===== src/hdl/mvp_pkg.sv =====
`timescale 1ns / 1ps

package mvp_pkg;

   // Default geometry and vector precision.
   localparam int MAX_MB_COLS_DEF = 64;
   localparam int MAX_MB_ROWS_DEF = 64;
   localparam int VEC_BITS_DEF    = 16;

   // Picture size registers.
   localparam int        CFG_W         = 7;
   localparam logic [6:0] PIC_DIM_RESET = 7'd64;

   typedef enum logic [0:0] {
      CSR_PIC_WIDTH  = 1'b0,
      CSR_PIC_HEIGHT = 1'b1
   } mvp_csr_type;

   typedef enum logic [1:0] {
      ACT_NEW_PIC = 2'd0,
      ACT_MARK    = 2'd1,
      ACT_DERIVE  = 2'd2,
      ACT_SKIP    = 2'd3
   } mvp_action_type;

   // Neighbor slots: left, top, top-right, top-left, and the two block
   // neighbors that the skip zero test looks at.
   localparam int NB_A     = 0;
   localparam int NB_B     = 1;
   localparam int NB_C     = 2;
   localparam int NB_D     = 3;
   localparam int NB_L     = 4;
   localparam int NB_T     = 5;
   localparam int NB_COUNT = 6;

   typedef struct packed {
      logic       ok;
      logic [8:0] bx;
      logic [7:0] by;
   } mvp_nb_type;

   typedef struct packed {
      mvp_action_type              action;
      logic [9:0]                  org_x;
      logic [9:0]                  org_y;
      logic signed [15:0]          mvd_x;
      logic signed [15:0]          mvd_y;
      logic                        intra;
      logic                        dir_16x8;
      logic                        dir_8x16;
      logic                        skip_edge;
      logic [2:0]                  fill_w;
      logic [2:0]                  fill_h;
      logic [7:0]                  bx0;
      logic [7:0]                  by0;
      logic [9:0]                  lim_x;
      logic [9:0]                  lim_y;
      logic                        mark_ok;
      logic [5:0]                  mb_x;
      logic [5:0]                  mb_y;
      mvp_nb_type [NB_COUNT-1:0]   nb;
   } mvp_entry_type;

   typedef enum logic [3:0] {
      ST_CLEAR,
      ST_IDLE,
      ST_MARK,
      ST_READ,
      ST_READ_WAIT,
      ST_PRED,
      ST_SUM,
      ST_FILL,
      ST_DONE
   } mvp_state_type;

endpackage


===== src/hdl/mvp_front.sv =====
`timescale 1ns / 1ps

module mvp_front #(
   parameter int MAX_MB_COLS = mvp_pkg::MAX_MB_COLS_DEF,
   parameter int MAX_MB_ROWS = mvp_pkg::MAX_MB_ROWS_DEF
) (
   input  logic [1:0]          req_action,
   input  logic [9:0]          req_org_x,
   input  logic [9:0]          req_org_y,
   input  logic [4:0]          req_part_width,
   input  logic [4:0]          req_part_height,
   input  logic signed [15:0]  req_mvd_x,
   input  logic signed [15:0]  req_mvd_y,
   input  logic                req_mb_is_intra,
   input  logic [6:0]          pic_w,
   input  logic [6:0]          pic_h,
   output mvp_pkg::mvp_entry_type entry
);

   logic [6:0]         eff_w;
   logic [6:0]         eff_h;
   logic [9:0]         lim_x;
   logic [9:0]         lim_y;
   logic [4:0]         w_use;
   logic signed [11:0] ox;
   logic signed [11:0] oy;
   logic               is_skip;

   // Classifies one pixel position against the picture bounds.
   function automatic mvp_pkg::mvp_nb_type nb_at(logic signed [11:0] px,
                                                 logic signed [11:0] py,
                                                 logic [9:0] lx, logic [9:0] ly);
      mvp_pkg::mvp_nb_type n;
      n.bx = px[10:2];
      n.by = py[9:2];
      n.ok = !px[11] && !py[11] && ({1'b0, n.bx} < lx) && ({2'b00, n.by} < ly);
      return n;
   endfunction

   always_comb begin
      eff_w = pic_w;
      if (pic_w == 7'd0) eff_w = 7'd1;
      else if (int'(pic_w) > MAX_MB_COLS) eff_w = 7'(MAX_MB_COLS);
      eff_h = pic_h;
      if (pic_h == 7'd0) eff_h = 7'd1;
      else if (int'(pic_h) > MAX_MB_ROWS) eff_h = 7'(MAX_MB_ROWS);
      lim_x = {1'b0, eff_w, 2'b00};
      lim_y = {1'b0, eff_h, 2'b00};

      is_skip = (mvp_pkg::mvp_action_type'(req_action) == mvp_pkg::ACT_SKIP);
      w_use   = is_skip ? 5'd16 : req_part_width;
      ox      = signed'({2'b00, req_org_x});
      oy      = signed'({2'b00, req_org_y});

      entry.action    = mvp_pkg::mvp_action_type'(req_action);
      entry.org_x     = req_org_x;
      entry.org_y     = req_org_y;
      entry.mvd_x     = req_mvd_x;
      entry.mvd_y     = req_mvd_y;
      entry.intra     = req_mb_is_intra;
      entry.dir_16x8  = !is_skip && (req_part_width == 5'd16) && (req_part_height == 5'd8);
      entry.dir_8x16  = !is_skip && (req_part_width == 5'd8) && (req_part_height == 5'd16);
      entry.skip_edge = (req_org_x == 10'd0) || (req_org_y == 10'd0);
      entry.fill_w    = is_skip ? 3'd4 : req_part_width[4:2];
      entry.fill_h    = is_skip ? 3'd4 : req_part_height[4:2];
      entry.bx0       = req_org_x[9:2];
      entry.by0       = req_org_y[9:2];
      entry.lim_x     = lim_x;
      entry.lim_y     = lim_y;
      entry.mb_x      = req_org_x[9:4];
      entry.mb_y      = req_org_y[9:4];
      entry.mark_ok   = ({1'b0, req_org_x[9:4]} < eff_w) && ({1'b0, req_org_y[9:4]} < eff_h);

      entry.nb[mvp_pkg::NB_A] = nb_at(ox - 12'sd1, oy, lim_x, lim_y);
      entry.nb[mvp_pkg::NB_B] = nb_at(ox, oy - 12'sd1, lim_x, lim_y);
      entry.nb[mvp_pkg::NB_C] = nb_at(ox + signed'({7'd0, w_use}), oy - 12'sd1,
                                      lim_x, lim_y);
      entry.nb[mvp_pkg::NB_D] = nb_at(ox - 12'sd1, oy - 12'sd1, lim_x, lim_y);
      // Whole-block steps: one block left and one block up of the origin block.
      entry.nb[mvp_pkg::NB_L] = nb_at(ox - 12'sd4, oy, lim_x, lim_y);
      entry.nb[mvp_pkg::NB_T] = nb_at(ox, oy - 12'sd4, lim_x, lim_y);
   end

endmodule


===== config.mk =====
export PLATFORM = sky130hd
export DESIGN_NAME = mvp_front
export DESIGN_NICKNAME = d
export VERILOG_FILES = /design/src/hdl/mvp_pkg.sv /design/src/hdl/mvp_front.sv
export SDC_FILE = /design/constraint.sdc
export NUM_CORES = 1
export LEC_CHECK = 0
export BUFFER_PORTS_ARGS = -buffer_cell sky130_fd_sc_hd__buf_2
export CAP_MARGIN = 10
export CORE_AREA = 2 2 118 120
export DETAILED_ROUTE_END_ITERATION = 7
export DIE_AREA = 0 0 120 122
export GPL_TIMING_DRIVEN = 0
export PLACE_DENSITY = 0.54
export SYNTH_ARGS = -nofsm -noshare
export SYNTH_HDL_FRONTEND = slang
export SYNTH_SLANG_ARGS = --single-unit

===== constraint.sdc =====
create_clock -name vclk -period 2.25
set_input_delay 0 -clock vclk [all_inputs]
set_output_delay 0 -clock vclk [all_outputs]
set_load 0.02 [all_outputs]

==> results.sh <==
export IMPL_setup_slack_ps=-506
export IMPL_setup_tns_ps=-1890
export IMPL_seqCellArea_um2=0
export IMPL_power_mw=1.41
export IMPL_critPathLaunch="req_action[0]"
export IMPL_final_cell_count_no_fill=880
export IMPL_wl_per_cell_um=12.9
export IMPL_yosysWarnings=0
export IMPL_area_delta_synth_final_pct=80.6
export IMPL_fmax_mhz=363
export IMPL_critPathBufInv=3
export IMPL_fill_cells=1461
export IMPL_routed_via_density=3.96
export IMPL_final_cell_mix="249 x buf_2, 173 x buf_4, 36 x ha_1, 19 x nor2_1, 18 x nand2_1"
export IMPL_synth_cells=406
export IMPL_final_common_cell="buf_2"
export IMPL_coreArea_um2=13500
export IMPL_multi_input_area_um2=2200
export IMPL_min_path_type="input pin to output port"
export IMPL_worstSetupStartpointType="input pin"
export IMPL_slew_viol_final=0
export IMPL_setup_viol=6
export IMPL_io_pins=300
export IMPL_drt_total_wl_um=11300
export IMPL_initial_core_util_pct=21.7
export IMPL_cp_slowest_cell="or4b_4"
export IMPL_rsz0062_at_grt="yes"
export IMPL_fin_area_um2=5300
export IMPL_holdWs_ps=217
export IMPL_synth_cell_type_count=45
export IMPL_antenna_found_initial=0
export IMPL_hold_start="req_mvd_y[10]"
export IMPL_crit_required_ps=2250
export IMPL_drt_pass1_iter_count=4
export IMPL_dp_cells=851
export IMPL_synth_area_um2=2930
export IMPL_drive_gt1_share_pct=72.3
export IMPL_p_leak_nw=2.95
export IMPL_nClkBuffers=0
export IMPL_die_width_um=120
export IMPL_cp_arrival_ps=2760
export IMPL_dpl_hpwl_um=9930
export IMPL_dieArea_um2=14600
export IMPL_crit_family="simple AND/OR/NAND/NOR gates"
export IMPL_drc_errors=0
export IMPL_crit_path_max_incr_delay_ps=480
export IMPL_critPathMostFrequentCell="ha_1"
export IMPL_ys_seq_area_share_pct=0
export IMPL_post_place_ws_ps=-851
export IMPL_overflow=0
export IMPL_syn_avg_cell_area_um2=7.22
export IMPL_crit_chain="buf_2, nand2_4, and2_1, ha_1, and3_4, nand4_1, buf_4, nand3b_1, a211oi_2, nor2_2, ha_1, a21oi_2, or4b_4, a311oi_4, buf_6"
export IMPL_endpoint_kind="output port"
export IMPL_vdd_ir_drop_max_mv=0.126
export IMPL_place_area_um2=4780
export IMPL_hold_viol_final=0
export IMPL_grt_pass1_vias=3071
export IMPL_fin_util_pct=39.2
export IMPL_diodes=0
export IMPL_fp_dieH_um=122
export IMPL_grt_max_degree=13
export IMPL_violations="setup timing"
export IMPL_place_congestion=0.768
export IMPL_rows=43
export IMPL_port_buffers=258
export IMPL_drtIter0Drc=95
export IMPL_final_net_count=825
export IMPL_worst_pin_slew_ps=558
export IMPL_fin_crit_sh_pct=122
export IMPL_slew_headroom_pct=62.8
export IMPL_finalCriticalPeriod_ps=2760
export IMPL_crit_type="input pin to output port"
export IMPL_cp_max_fo=9
export IMPL_nFlopsAndLatches=0
export IMPL_grt_pass1_wl_um=16200
export IMPL_status="finished with violations"
export IMPL_cap_violations=0
export IMPL_postRouteAntennaNets=0
export IMPL_gr_usage_all_layers_pct=13.8
export IMPL_vias=3487
export IMPL_power_density_nw_per_um2=266
==> layout make-up <==
| cell class | count | share of cell area [%] |
|---|---|---|
| buffer | 156 | 21.8 |
| timing repair buffer | 287 | 30.5 |
| tap | 180 | 4.25 |
| inverter | 22 | 1.94 |
| multi-input combinational | 235 | 41.5 |
==> worst paths after layout <==
path	to	slack, ps	depth (start not counted)
worst max-delay path	entry[53]	-510	15
worst min-delay path	entry[177]	220	2
==> layer usage <==
| layer | up-vias | track usage, % | share of wire, % |
|---|---|---|---|
| met5 | - | 0 | 0 |
| met4 | 0 | 0.662 | 0.13 |
| met3 | 2 | 2.01 | 8.0 |
| met2 | 181 | 28.7 | 53 |
| met1 | 1504 | 15.3 | 38 |
| li1 | 1800 | - | - |
==> cells in the mapped netlist (all sizes together) <==
library cell,n,area [um2]
a211oi,4,30.0
and2,6,37.5
and3,4,25.0
o22ai,1,6.26
xor2,20,175
a311oi,2,17.5
clkinv,1,3.75
o32ai,1,8.76
nand2,20,75.1
o21ai,10,50.1
nor2,24,90.1
and4,2,17.5
nor3,16,80.1
clkbuf,6,23.8
o2111ai,1,8.76
or2,1,6.26
or4,1,11.3
nor2b,2,12.5
o211ai,1,12.5
nor3b,3,22.5
inv,21,78.8
nand3b,2,15.0
buf,150,1120
or3,2,22.5
a21o,7,52.6
nand2b,3,18.8
a22oi,1,7.51
nor4,3,18.8
or3b,3,28.8
nand4,7,43.8
a21oi,13,65.1
conb,1,3.75
a31oi,1,6.26
xnor2,15,131
ha,44,551
or4b,2,23.8
o31ai,2,15.0
nand3,3,15.0
==> kinds of logic (layout without fill, tap and decap cells) <==
group,after synthesis,in the layout,share of synthesized area [%]
other,1,8,0.128
and+or+nand+nor,104,104,19.2
adders and majority gates,44,44,18.8
buffers and inverters,178,465,41.8
xor gates and xnor gates,35,35,10.5
AOI/OAI and AO/OA,44,44,9.56
==> where the power goes <==
| part | internal (mW) | switching, mW |
|---|---|---|
| Clock | 0 | 0 |
| Combinational | 0.614 | 0.793 |
| Sequential | 0 | 0 |
==> timing repair <==
action                     in CTS  in global routing
resized for setup              57                 10
setup endpoints to repair       7                  7
hold buffers                    0                  0
pin swaps                      12                 15
setup buffers                  20                 10
(Power assumes the default switching activity.)
