### src/hdl/mvp_pkg.sv
`timescale 1ns / 1ps

package mvp_pkg;

   // Default geometry and vector precision.
   localparam int MAX_MB_COLS_DEF = 64;
   localparam int MAX_MB_ROWS_DEF = 64;
   localparam int VEC_BITS_DEF    = 16;

   // Picture size registers.
   localparam int        CFG_W         = 7;
   localparam logic [6:0] PIC_DIM_RESET = 7'd64;

   typedef enum logic [0:0] {
      CSR_PIC_WIDTH  = 1'b0,
      CSR_PIC_HEIGHT = 1'b1
   } mvp_csr_type;

   typedef enum logic [1:0] {
      ACT_NEW_PIC = 2'd0,
      ACT_MARK    = 2'd1,
      ACT_DERIVE  = 2'd2,
      ACT_SKIP    = 2'd3
   } mvp_action_type;

   // Neighbor slots: left, top, top-right, top-left, and the two block
   // neighbors that the skip zero test looks at.
   localparam int NB_A     = 0;
   localparam int NB_B     = 1;
   localparam int NB_C     = 2;
   localparam int NB_D     = 3;
   localparam int NB_L     = 4;
   localparam int NB_T     = 5;
   localparam int NB_COUNT = 6;

   typedef struct packed {
      logic       ok;
      logic [8:0] bx;
      logic [7:0] by;
   } mvp_nb_type;

   typedef struct packed {
      mvp_action_type              action;
      logic [9:0]                  org_x;
      logic [9:0]                  org_y;
      logic signed [15:0]          mvd_x;
      logic signed [15:0]          mvd_y;
      logic                        intra;
      logic                        dir_16x8;
      logic                        dir_8x16;
      logic                        skip_edge;
      logic [2:0]                  fill_w;
      logic [2:0]                  fill_h;
      logic [7:0]                  bx0;
      logic [7:0]                  by0;
      logic [9:0]                  lim_x;
      logic [9:0]                  lim_y;
      logic                        mark_ok;
      logic [5:0]                  mb_x;
      logic [5:0]                  mb_y;
      mvp_nb_type [NB_COUNT-1:0]   nb;
   } mvp_entry_type;

   typedef enum logic [3:0] {
      ST_CLEAR,
      ST_IDLE,
      ST_MARK,
      ST_READ,
      ST_READ_WAIT,
      ST_PRED,
      ST_SUM,
      ST_FILL,
      ST_DONE
   } mvp_state_type;

endpackage

### src/hdl/mvp_queue.sv
`timescale 1ns / 1ps

module mvp_queue (
   input  logic                   clock,
   input  logic                   reset,
   input  logic                   push,
   input  mvp_pkg::mvp_entry_type push_data,
   output logic                   full,
   input  logic                   pop,
   output logic                   out_valid,
   output mvp_pkg::mvp_entry_type out_data
);

   mvp_pkg::mvp_entry_type slot_ff [2];
   logic       wr_ptr_ff;
   logic       rd_ptr_ff;
   logic [1:0] count_ff;
   logic       wr_ptr_in;
   logic       rd_ptr_in;
   logic [1:0] count_in;

   always_comb begin
      full      = (count_ff == 2'd2);
      out_valid = (count_ff != 2'd0);
      out_data  = slot_ff[rd_ptr_ff];
      wr_ptr_in = push ? ~wr_ptr_ff : wr_ptr_ff;
      rd_ptr_in = pop ? ~rd_ptr_ff : rd_ptr_ff;
      count_in  = count_ff + 2'(push) - 2'(pop);
   end

   always_ff @(posedge clock) begin
      if (reset) begin
         wr_ptr_ff <= 1'b0;
         rd_ptr_ff <= 1'b0;
         count_ff  <= 2'd0;
      end else begin
         wr_ptr_ff <= wr_ptr_in;
         rd_ptr_ff <= rd_ptr_in;
         count_ff  <= count_in;
      end
   end

   always_ff @(posedge clock) begin
      if (push) slot_ff[wr_ptr_ff] <= push_data;
   end

endmodule

### config.mk
export PLATFORM = sky130hd
export DESIGN_NAME = mvp_queue
export DESIGN_NICKNAME = d
export VERILOG_FILES = /design/src/hdl/mvp_pkg.sv /design/src/hdl/mvp_queue.sv
export SDC_FILE = /design/constraint.sdc
export NUM_CORES = 1
export LEC_CHECK = 0
export ABC_CLOCK_PERIOD_IN_PS = 23400
export CELL_PAD_IN_SITES_DETAIL_PLACEMENT = 0
export CELL_PAD_IN_SITES_GLOBAL_PLACEMENT = 1
export CORE_MARGIN = 3
export CORE_UTILIZATION = 25
export CTS_CLUSTER_DIAMETER = 100
export DETAILED_ROUTE_END_ITERATION = 10
export DONT_BUFFER_PORTS = 1
export HOLD_SLACK_MARGIN = 0.06
export PLACE_DENSITY = 0.55
export SYNTH_ARGS = -nofsm -noshare
export SYNTH_HDL_FRONTEND = slang
export SYNTH_SLANG_ARGS = --single-unit
### constraint.sdc
create_clock -name clock -period 23.4 [get_ports clock]
set_input_delay 3.51 -clock clock [delete_from_list [all_inputs] [get_ports clock]]
set_output_delay 3.51 -clock clock [all_outputs]
set_load 0.02 [all_outputs]
==> results.md, run 1 <==
Status:
- The run finished with clean final reports.

Synth:
- The flip-flop and latch count after synthesis is 447.
- After synthesis, the mean cell area works out to 24.05 um2.
- Counting every net in the synthesized netlist gives 936.
- During synthesis, Yosys emitted a total of 0 warnings.
- The share of the Yosys chip area taken by registers is 0.7842.
- The unique cell type count in the Yosys netlist is 15.
- Synthesis produced 709 cells.
- The mapped netlist covers 0.01705 mm2.

Drt:
- After detailed routing, the met2 layer carries 16840 um of wire.
- In the final routed layout, each cell accounts on average for 20.71 um.
- After detailed routing, the wire length on met1 is 11170 um.
- The detail-routed via count per cell is 3.955.
- In this run the top signal layer used is met4.
- The residual antenna-violating net count after detailed routing is 0.
- The detailed router's first-iteration violation count is 360.
- The post-detailed-routing wire length is 34250 um.
- In the detailed route, the total length drawn on met3 is 5455 um.
- The detailed-routing iteration count for the pre-antenna-repair pass is 4.
- The detailed router placed 6541 vias in this run.
- The remaining routing DRC violations is 0.

Setup path:
- At the worst endpoint, the arrival time is 3.52 ns.
- The element type at the critical path end is an output pin.
- The number of cell instances on the worst register-to-register path is 3.
- The worst path required time is 19.89 ns.
- The kind of start point of the critical path is a register.
- The category of the critical setup timing path is reg -> out.
- The top fanout value on the critical path is 53.

Timing:
- For the final database, setup skew stands at 0.01858 ns.
- Timing would allow up to 0.1423 GHz.
- Setup repair after global routing left no endpoint under its margin.
- Of the available clock period, the critical path in the final layout requires 0.3002.
- The total setup violations reported at the end of the flow is 0.
- After layout, the minimum clock period comes to 7.025 ns.
- The max-slew violation total from the final report came to 0.
- The transition at the pin with the smallest max-transition slack is 1.037 ns.
- The final number of hold-violating endpoints is 0.
- The worst slack on hold paths is 0.5133 ns.
- Setup slack closes at 16.38 ns.
- The worst pin sits at a relative slew slack of 0.3090.
- For the final routed database, the setup TNS stands at 0 ns.

Min path:
- The depth of the worst hold-timing path is 2.
- The tightest min-delay check is of the reg -> reg type.

Die:
- The placement row count is 95.
- The die span in x is 267.2 um.
- During I/O placement, the number of pins put on the boundary was 448.
- The die is 267.2 um tall.
- In this run the standard cell core region covers 0.06740 mm2.
- The die covers 0.07138 mm2.
- The initial cell density of the core is 0.2530.

Clock network:
- The count of H-tree levels built during CTS is 2.
- The number of clock buffers added by TritonCTS is 48.
- In this run, post-CTS hold repair placed 0 buffers.
- The buffer count from post-CTS setup fixing is 0.
- The number of sinks on the clock net is 447.
- The clock tree from TritonCTS is built.
- The worst-case clock buffer depth is 3.
- The post-cts sizing count is 0.
- After clock tree synthesis, the clock-pin slew on the worst setup and hold paths is 0.06 ns.
- The tree is rooted in a clkbuf_16.
- The clock latency at the later pin of the worst-skew pair is 0.57 ns.

Cells and area:
- Of the cells placed in the final design, the portion with a size suffix greater than 1 is 0.3803.
- Relative to the synthesized area, the layout overhead comes to 13.50%.
- The number of antenna repair diodes is 0.
- In the final design database the tool counted 970 nets.
- Leaving out fill and tap cells, the most frequent cells in the layout are 442 x edfxtp_1, 190 x mux2_4, 49 x clkbuf_16, 31 x mux2_2, 13 x clkinv_1.
- The library cell used most frequently in the layout, excluding fill and tap cells, is edfxtp_1.
- At the end of the flow the core is filled with cells to 0.2872.

Place:
- The pre-CTS setup slack is 16.89 ns.
- In this run the tool buffered the top-level ports with 0 buffer cells.
- The global placer's final weighted congestion is 0.7183.

Global routing:
- The first global-routing pass estimated 48420 um of wire.
- For this run, the total global-route usage over all layers was measured as 0.09165.
- After global routing the overflow that remains totals 0.
- The number of antenna violations at the first check in global routing was 0.
- The largest net degree at the start of global routing is 157.
- The number of global-route vias before repair was 7005.

Power and ir drop:
- The leakage power summed over all cells is 6.569 nW.
- Power comes to 1.858 mW.
- IR analysis of the VDD net gives a maximum drop of 0.06549 mV.
- The ratio of total power to cell area is 96.01 mW/mm2.

Run:
- Max-cap violations in this run came to 0.
## cell usage after synthesis
cell	instances	area share
nor2b_1	3	0.0011
inv_1	2	0.00044
dfxtp_1	5	0.0059
edfxtp_1	442	0.78
buf_2	3	0.00088
mux2_4	190	0.17
mux2_2	31	0.020
nor2_1	4	0.00088
ha_1	2	0.0015
xnor3_1	1	0.0013
buf_6	11	0.0073
buf_12	11	0.013
or2_2	1	0.00037
and2_1	1	0.00037
xnor2_1	2	0.0010
## worst max-delay path, cell delays in order, from the launching register on
cell and delay (ns):
dfxtp_4 0.73, buf_4 0.84, buf_4 0.84, mux2_4 0.40
## final timing paths
check | slack (ns) | from | endpoint
hold / removal | 0.51 | rd_ptr_ff | rd_ptr_ff
setup / recovery | 16.38 | register | out_data[108]
setup reg to reg | 20.37 | wr_ptr_ff | slot_ff[1][44]
hold reg to reg | 0.51 | rd_ptr_ff | rd_ptr_ff
## cell type report
class / instances / area (um2)
timing repair buffer: 9 / 80.08
clock inverter: 27 / 203.9
multi-input combinational: 235 / 3323
inverter: 2 / 7.507
tap: 873 / 1092
clock buffer: 61 / 1271
fill: 6532 / 48040
sequential: 447 / 13380
## routing by layer
| metal | track usage | vias to the layer above |
|---|---|---|
| met5 | 0 | - |
| met4 | 0.02905 | 0 |
| met3 | 0.06486 | 56 |
| met1 | 0.08996 | 3278 |
| li1 | - | 2894 |
| met2 | 0.1531 | 313 |
## report_power, final
group / internal, mW / switching, mW
Clock: 0.416 / 0.295
Sequential: 0.937 / 0.0143
Combinational: 0.0729 / 0.123
## stage by stage
step / instances / instance area [um2]
CTS: 1654 / 19350
global route: 1654 / 19350
global placement: 1566 / 17880
finish: 1654 / 19350
floorplan: 709 / 17050
detailed placement: 1566 / 17880
## logic make-up (layout without fill, tap and decap cells)
family	Yosys count	count (layout)	share of synthesized area
buffers and inverters	27	99	0.02150
muxes	221	221	0.1878
and+or+nand+nor	9	9	0.002715
DFF	447	447	0.7842
adders and majority gates	2	2	0.001467
xor gates and xnor gates	3	3	0.002348
## registers in the layout (all words and copies together) (netlist names), named ones only
register and count:
count_ff 2, rd_ptr_ff 1, slot_ff 442, wr_ptr_ff 1
No activity file was read; power rests on OpenSTA's default activity.
==> run 2, diff against run 1 <==
--- a/config.mk
+++ b/config.mk
@@ -5,7 +5,7 @@
 export SDC_FILE = /design/constraint.sdc
 export NUM_CORES = 1
 export LEC_CHECK = 0
-export ABC_CLOCK_PERIOD_IN_PS = 23400
+export ABC_CLOCK_PERIOD_IN_PS = 7300
 export CELL_PAD_IN_SITES_DETAIL_PLACEMENT = 0
 export CELL_PAD_IN_SITES_GLOBAL_PLACEMENT = 1
 export CORE_MARGIN = 3
==> constraint.sdc (replaced) <==
create_clock -name clock -period 7.3 [get_ports clock]
set_input_delay 1.095 -clock clock [delete_from_list [all_inputs] [get_ports clock]]
set_output_delay 1.095 -clock clock [all_outputs]
set_load 0.02 [all_outputs]
==> results.md, run 2 (synthesis results as in run 1) <==
Status:
- The flow ran to the end, and the final reports show no timing, DRC or antenna violations.

Global routing:
- The number of antenna violations at the first check in global routing came to 5.
- For this run, the total global-route usage over all layers was measured as 0.09504.
- The first global-routing pass estimated 49600 um of wire.
- Entering global routing, the biggest net connects 114 pins.
- The number of global-route vias before repair is 7165.
- For this run the aggregate overflow at the end of global routing stands at 0.

Clock network:
- The post-cts sizing count is 0.
- The clock latency at the later pin of the worst-skew pair is 0.56 ns.
- The buffer count from post-CTS setup fixing is 0.
- CTS placed an instance of clkbuf_16 at the clock tree root.
- Clock-pin slew was measured on the worst setup and hold paths at 0.05 ns.
- The clock passes through at most 3 buffers.
- The number of sinks on the clock net is 447.
- After clock tree synthesis, the flow added hold-fix buffers numbering 0.
- TritonCTS built the clock tree.
- Counting the buffers created by CTS gives 48.
- The H-tree was split into 2 levels.

Setup path:
- STA puts the critical path data required time at 6.20 ns.
- The largest individual stage delay along the critical path comes from the cell dfxtp_4.
- The worst setup path is launched from a register.
- The signal on the critical path passes through buf_12, mux2_2.
- The worst setup path is captured at an output pin.
- Data arrives at the worst endpoint at 2.62 ns.
- The number of buffers and inverters on the critical path is 1.
- The cell type group with the largest total delay on the critical path is flip-flops.
- The reg2reg setup slack is 4.86 ns.
- The critical path is of the reg -> out type.
- The top fanout value on the critical path is 94.
- For this run, the slowest stage of the critical path takes 0.75 ns.

Drt:
- Before antenna repair, the detailed router went through 4 iterations.
- The top metal layer carrying routed signals is met5.
- The first routing iteration left 371 violations.
- Using the TritonRoute via totals, the vias-per-cell ratio works out to 4.004.
- The sum of met3 wire segment lengths after detailed routing is 5377 um.
- The remaining routing DRC violations is 0.
- The routed via count is 6598.
- The detailed-routing wirelength on met1 is 11830 um.
- The post-detailed-routing wire length is 35940 um.
- The detailed-routed wire length on met2 is 17690 um.
- Dividing the detail-routed wire length by the instance count gives 21.81 um.
- The residual antenna-violating net count after detailed routing is 0.

Cells and area:
- The register with the most flip-flops in the layout has 442 of them.
- The repair_antennas step left the layout with diodes totalling 0.
- The area taken by flip-flops and latches is 0.01338 mm2.
- The total area of multi-input combinational cells is 0.003323 mm2.
- The net count of the finished layout is 968.
- Compared with the post-synthesis result, the final layout area differs by 13.55%.
- The layout has 6554 filler cells.
- The post-route standard cell area excluding fillers is 0.01936 mm2.
- The fraction of layout cells with a size suffix above 1 is 0.3819.
- In the layout the commonest cells are 442 x edfxtp_1, 190 x mux2_4, 49 x clkbuf_16, 31 x mux2_2, 11 x clkinv_1.
- Leaving out fill and tap cells, the most frequent cell in the layout is edfxtp_1.
- The largest registers in the layout are slot_ff: 442 flops, count_ff: 2 flops.
- The register ranked first by flip-flop count is slot_ff.

Power and ir drop:
- For this design the total switching power over the nets is 1.389 mW.
- The internal power component is 4.566 mW.
- For this design the ratio of total power to cell area is 307.5 mW/mm2.
- The peak supply drop is 0.1845 mV.
- The switching power share of the total is 0.2332.
- Of the total power, combinational logic draws 0.107.
- The clock network fraction of design power is 0.381.
- The completed layout was analyzed and its total power is 5.954 mW.
- For this design the static power due to leakage is 6.566 nW.
- The sequential fraction of design power is 0.512.

Die:
- After floorplanning, the core was divided into 95 placement rows.
- In this run the count of I/O pins placed on the die edge is 448.
- The core region area is 0.06740 mm2.
- The die is 267.2 um wide.
- The initial utilization of the core area, before any placement, comes to 0.2530.
- The die covers 0.07138 mm2.
- The height of the die is 267.2 um.

Place:
- The global placer's final weighted congestion is 0.6881.
- Summed over all nets, the half-perimeter wirelength after detailed placement is 23840 um.
- In this run the cell area measured after placement is 0.01790 mm2.
- The number of I/O port buffers is 0.
- At the placement stage, the worst setup path has a slack of 4.147 ns.

Timing:
- Adding up every negative setup slack in the final design gives 0 ns.
- Setup repair after global routing left no endpoint under its margin.
- Setup violations remaining at the end of the flow were counted as 0.
- The maximum clock skew at final layout is 0.006192 ns.
- After layout, the worst setup slack is 3.589 ns.
- The clock period minus final worst setup slack is 3.711 ns.
- The worst slack on hold paths is 0.5178 ns.
- The transition at the pin with the smallest max-transition slack is 1.008 ns.
- The worst pin sits at a relative slew slack of 0.3278.
- The max-slew violation total from the final report came to 0.
- The part of the cycle the worst path needs is 0.5083.
- The final number of hold-violating endpoints is 0.
- The peak clock frequency supported by timing is 0.2695 GHz.

Run:
- The tool flagged a number of max-cap violations equal to 0.

Min path:
- The worst hold path class is reg -> reg.
==> run 2: cell count changes in the layout (fill, tap and decap cells not counted), sizes merged <==
| cell | change |
|---|---|
| clkinv | -1 |
| buf | -2 |
| clkbuf | -3 |
==> run 2: area by class of cell <==
type / count / share of cell area
flip-flops and latches: 447 / 0.6908
multi-input cells: 235 / 0.1716
clock buffers: 58 / 0.06507
well taps: 873 / 0.05641
clock inverters: 26 / 0.01040
repair buffers: 7 / 0.005298
inverters: 2 / 0.0003877
==> run 2: worst min-delay path: cells and delay by family (launching register included) <==
family | cells | cell delay, ns
xor+xnor | 1 | 0.09
flops | 1 | 0.32
simple gates | 1 | 0.07
==> run 2: stage by stage <==
| step | util | std cells |
|---|---|---|
| 5_1_grt | 0.2873 | 1648 |
| 3_5_place_dp | 0.2656 | 1564 |
| 4_1_cts | 0.2873 | 1648 |
| 3_3_place_gp | 0.2656 | 1564 |
| 6_report | 0.2873 | 1648 |
| 2_1_floorplan | - | 709 |
==> run 2: metal layers <==
layer	global-route usage	vias up
li1	-	2886
met1	0.09188	3332
met2	0.1592	301
met3	0.06762	69
met4	0.03231	10
met5	0	-
==> run 2: final timing paths <==
check	startpoint	end	cells past startpoint
worst max-delay path	register	out_data[3]	2
worst min-delay path	rd_ptr_ff	rd_ptr_ff	2
worst max register to register	wr_ptr_ff	slot_ff[1][3]	2
worst min register to register	rd_ptr_ff	rd_ptr_ff	2
==> run 2: power by group through the flow <==
stage	clock network, mW	registers (mW)	logic, mW
2_1_floorplan	0	3.11	0.575
3_3_place_gp	0	3.10	0.651
3_5_place_dp	0	3.10	0.652
4_1_cts	2.37	3.05	0.653
5_1_grt	2.46	3.06	0.670
6_report	2.27	3.05	0.636
==> run 3, diff against run 2 <==
--- a/config.mk
+++ b/config.mk
@@ -5,7 +5,8 @@
 export SDC_FILE = /design/constraint.sdc
 export NUM_CORES = 1
 export LEC_CHECK = 0
-export ABC_CLOCK_PERIOD_IN_PS = 7300
+export ABC_AREA = 1
+export ABC_CLOCK_PERIOD_IN_PS = 3850
 export CELL_PAD_IN_SITES_DETAIL_PLACEMENT = 0
 export CELL_PAD_IN_SITES_GLOBAL_PLACEMENT = 1
 export CORE_MARGIN = 3
==> constraint.sdc (replaced) <==
create_clock -name clock -period 3.85 [get_ports clock]
set_input_delay 0.5775 -clock clock [delete_from_list [all_inputs] [get_ports clock]]
set_output_delay 0.5775 -clock clock [all_outputs]
set_load 0.02 [all_outputs]
==> results.md, run 3 <==
Status:
- The flow ran to the end, and the final reports show no timing, DRC or antenna violations.

Cells and area:
- The net count of the finished layout is 1214.
- The post-route standard cell area excluding fillers is 0.02200 mm2.
- The library cell used most frequently in the layout, excluding fill and tap cells, is edfxtp_1.
- In the final layout, the share of cells above drive strength 1 is 0.3187.
- In the final layout, the registers with the most flip-flops are slot_ff: 442 flops, count_ff: 2 flops.
- In the layout the commonest cells are 442 x edfxtp_1, 221 x dlygate4sd3_1, 190 x mux2_4, 51 x clkbuf_16, 31 x mux2_2.
- The register with the most flip-flops in the layout has 442 of them.
- More flip-flops sit in one register than any other, and that register is slot_ff.
- Measured on the finished design, the core utilization comes to 0.3265.
- The area growth from synthesis to layout is 29.00%.

Synth:
- After synthesis, the largest family of logic cells by area is multiplexers.
- The most instantiated library cell after synthesis is edfxtp_1.
- Yosys attributes the largest share of cell area to edfxtp_1 78%, mux2_4 17%, mux2_2 2.0%.
- The share of synthesized cell area in and, or, nand and nor gates is 0.003227.
- The multiplexer area fraction after synthesis is 0.1877.
- For this run, the number of Yosys warnings is 0.
- The flip-flop and latch count after synthesis is 447.
- For this run, asynchronously set or reset flops after synthesis account for 0.
- Counting distinct cell types in the post-synthesis netlist gives 15.
- Ranked by instance count, the synthesized netlist is headed by 442 x edfxtp_1, 190 x mux2_4, 31 x mux2_2, 11 x buf_12, 11 x buf_6.
- A synthesized cell averages 23.72 um2.
- The main flop type after synthesis is edfxtp_1.
- The post-synthesis compound-gate area fraction came to 0.0002934.
- The net count after synthesis is 946.
- For this run, the register share of the synthesized area comes to 0.7840.
- Of the total synthesized cell area, the portion taken by XOR and XNOR cells is 0.0005135.
- The synthesized design spends more area on one cell type than any other, namely edfxtp_1.
- The share of synthesized area in the top cell type comes to 0.7781.
- In this run, synthesis inferred 442 flip-flops with an integrated enable.
- The number of instances in the synthesized netlist is 719.
- Of the total synthesized cell area, the portion taken by full adders, half adders and majority gates is 0.001467.
- The synthesized cell area is 0.01706 mm2.

Timing:
- The clock period minus final worst setup slack is 2.756 ns.
- Measured against its own limit, the worst slew margin works out to 0.4080.
- At the pin with the least slew margin, the transition time is 0.8861 ns.
- After routing, the total negative slack on setup checks comes to 0 ns.
- The peak clock frequency supported by timing is 0.3628 GHz.
- Across the routed clock network, the largest skew measured is 0.009695 ns.
- The part of the cycle the worst path needs is 0.7160.
- The final number of hold-violating endpoints came to 0.
- The max-slew violation total from the final report is 0.
- Setup repair after global routing left no endpoint under its margin.
- Setup violations remaining at the end of the flow were counted as 0.

Setup path:
- The top fanout value on the critical path is 34.
- The cell with the biggest individual delay on the critical path is dfxtp_4.
- The critical path goes through buf_4, mux2_4.
- The delay contributed by the slowest stage of the critical path is 0.72 ns.
- The worst setup path is launched from a register.
- The critical path data arrival time is 2.18 ns.
- At the worst endpoint, the required time is 3.27 ns.
- The element type at the critical path end is an output pin.
- The critical path is of the reg -> out type.

Power and ir drop:
- Of the total power, combinational logic draws 0.113.
- The ratio of total power to cell area is 543.6 mW/mm2.
- For this design the total switching power over the nets is 2.712 mW.
- The switching power share of the total is 0.2267.
- VDD sags by at most 0.3741 mV.
- The leakage power summed over all cells is 7.708 nW.
- The internal power component is 9.249 mW.
- After layout, the design draws a total of 11.96 mW.
- The clock network fraction of design power is 0.408.
- The sequential fraction of design power is 0.479.

Place:
- Routability-driven placement finished with a final weighted congestion of 0.7158.
- Once detailed placement completed, the half-perimeter wirelength came to 24600 um.
- The total placed instance area is 0.01807 mm2.
- The number of I/O port buffers is 0.

Die:
- The height of the die is 267.2 um.
- The region available for standard cell placement spans 0.06740 mm2.
- The die covers 0.07140 mm2.
- For this configuration, the core starts out at a cell density of 0.2531.
- In this run the core area contains 95 standard-cell rows.
- The I/O pin count is 448.
- The die span in x is 267.2 um.

Clock network:
- The clock reaches the later pin of the worst-skew pair after 0.56 ns.
- The clock-pin slew of the registers on the worst-case setup and hold paths is 0.06 ns.
- The number of setup buffers added after CTS is 0.
- The worst-case clock buffer depth is 3.
- The cell sitting at the root of the clock tree is a clkbuf_16.
- CTS built an H-tree with a depth of 2.
- After clock tree synthesis, the flow added hold-fix buffers numbering 221.
- The number of gates resized after CTS was 0.
- In this run, CTS created clock tree buffers numbering 49.
- The number of sinks on the clock net is 447.
- TritonCTS built the clock tree.

Drt:
- The detail-routed via count per cell is 3.950.
- Wire segments on met3 add up to 3690 um in the final route.
- The remaining routing DRC violations is 0.
- The detailed router put a total of 13260 um of wire on met1.
- The highest metal layer carrying signal wires in the routed design is met5.
- Before antenna repair, the detailed router went through 4 iterations.
- The post-detailed-routing wire length is 36440 um.
- Across all layers, the routed design uses 7512 vias.
- Dividing the detail-routed wire length by the instance count gives 19.16 um.
- In this run the remaining antenna-violating nets after routing total 0.
- The detailed router's first-iteration violation count is 391.
- Detailed routing placed a total of 18350 um of wire on met2.

Global routing:
- The number of antenna violations at the first check in global routing is 6.
- The largest net degree at the start of global routing is 121.
- The number of global-route vias before repair is 8201.
- In the global route stage, overall resource usage came out at 0.09765.
- For this run the aggregate overflow at the end of global routing stands at 0.
- The first global-routing pass estimated 52680 um of wire.

Min path:
- The worst hold path belongs to the class in -> reg.

Run:
- The max-capacitance violation count is 0.
run 3: per-layer routing:
layer / track usage / vias to the layer above
li1: - / 3401
met1: 0.1060 / 3728
met2: 0.1667 / 297
met3: 0.04557 / 78
met4: 0.03616 / 8
met5: 0 / -
run 3: logic make-up after synthesis:
| group | after synthesis |
|---|---|
| AND/OR/NAND/NOR | 14 |
| buffers and inverters | 33 |
| XOR/XNOR | 1 |
| AO/OA/AOI/OAI | 1 |
| adder cells (fa/ha/maj) | 2 |
| flip-flops | 447 |
| multiplexers | 221 |
run 3: through the flow:
stage	hold WS [ns]	setup slack, ns	cells
after detailed placement	0.5033	1.526	1588
after CTS	0.06448	0.9511	1899
final	0.1188	1.094	1902
after floorplan	0.4799	-0.4641	719
after global routing	0.06902	0.9439	1899
after global placement	0.4939	1.533	1588
run 3: final cells by class:
cell class	instances	area, um2
Clock buffer	55	1291
Fill cell	6344	45390
Sequential cell	447	13380
Inverter	8	46.29
Antenna cell	3	7.507
Clock inverter	35	425.4
Timing Repair Buffer	242	2445
Multi-Input combinational cell	239	3319
Tap cell	873	1092
run 3: power groups by stage:
| stage | sequential, mW | combinational [mW] | clock, mW |
|---|---|---|---|
| CTS | 5.73 | 1.39 | 5.05 |
| global placement | 5.83 | 1.16 | 0 |
| floorplan | 5.82 | 1.03 | 0 |
| detailed placement | 5.84 | 1.16 | 0 |
| finish | 5.73 | 1.36 | 4.88 |
| global route | 5.75 | 1.43 | 5.25 |
run 3: path summary, 6_finish.rpt:
| path | end | depth (start not counted) | from | slack, ns |
|---|---|---|---|---|
| hold reg to reg | register | 2 | rd_ptr_ff | 0.51 |
| setup reg to reg | slot_ff[1][117] | 3 | wr_ptr_ff | 1.82 |
| setup / recovery | out_data[126] | 2 | register | 1.09 |
| hold / removal | slot_ff[1][153] | 0 | push_data[153] | 0.12 |
run 3: critical path, delay by kind of cell (launching register included):
family	cells	cell delay (ns)
flip-flops	1	0.72
multiplexers	1	0.38
buffers and inverters	1	0.48
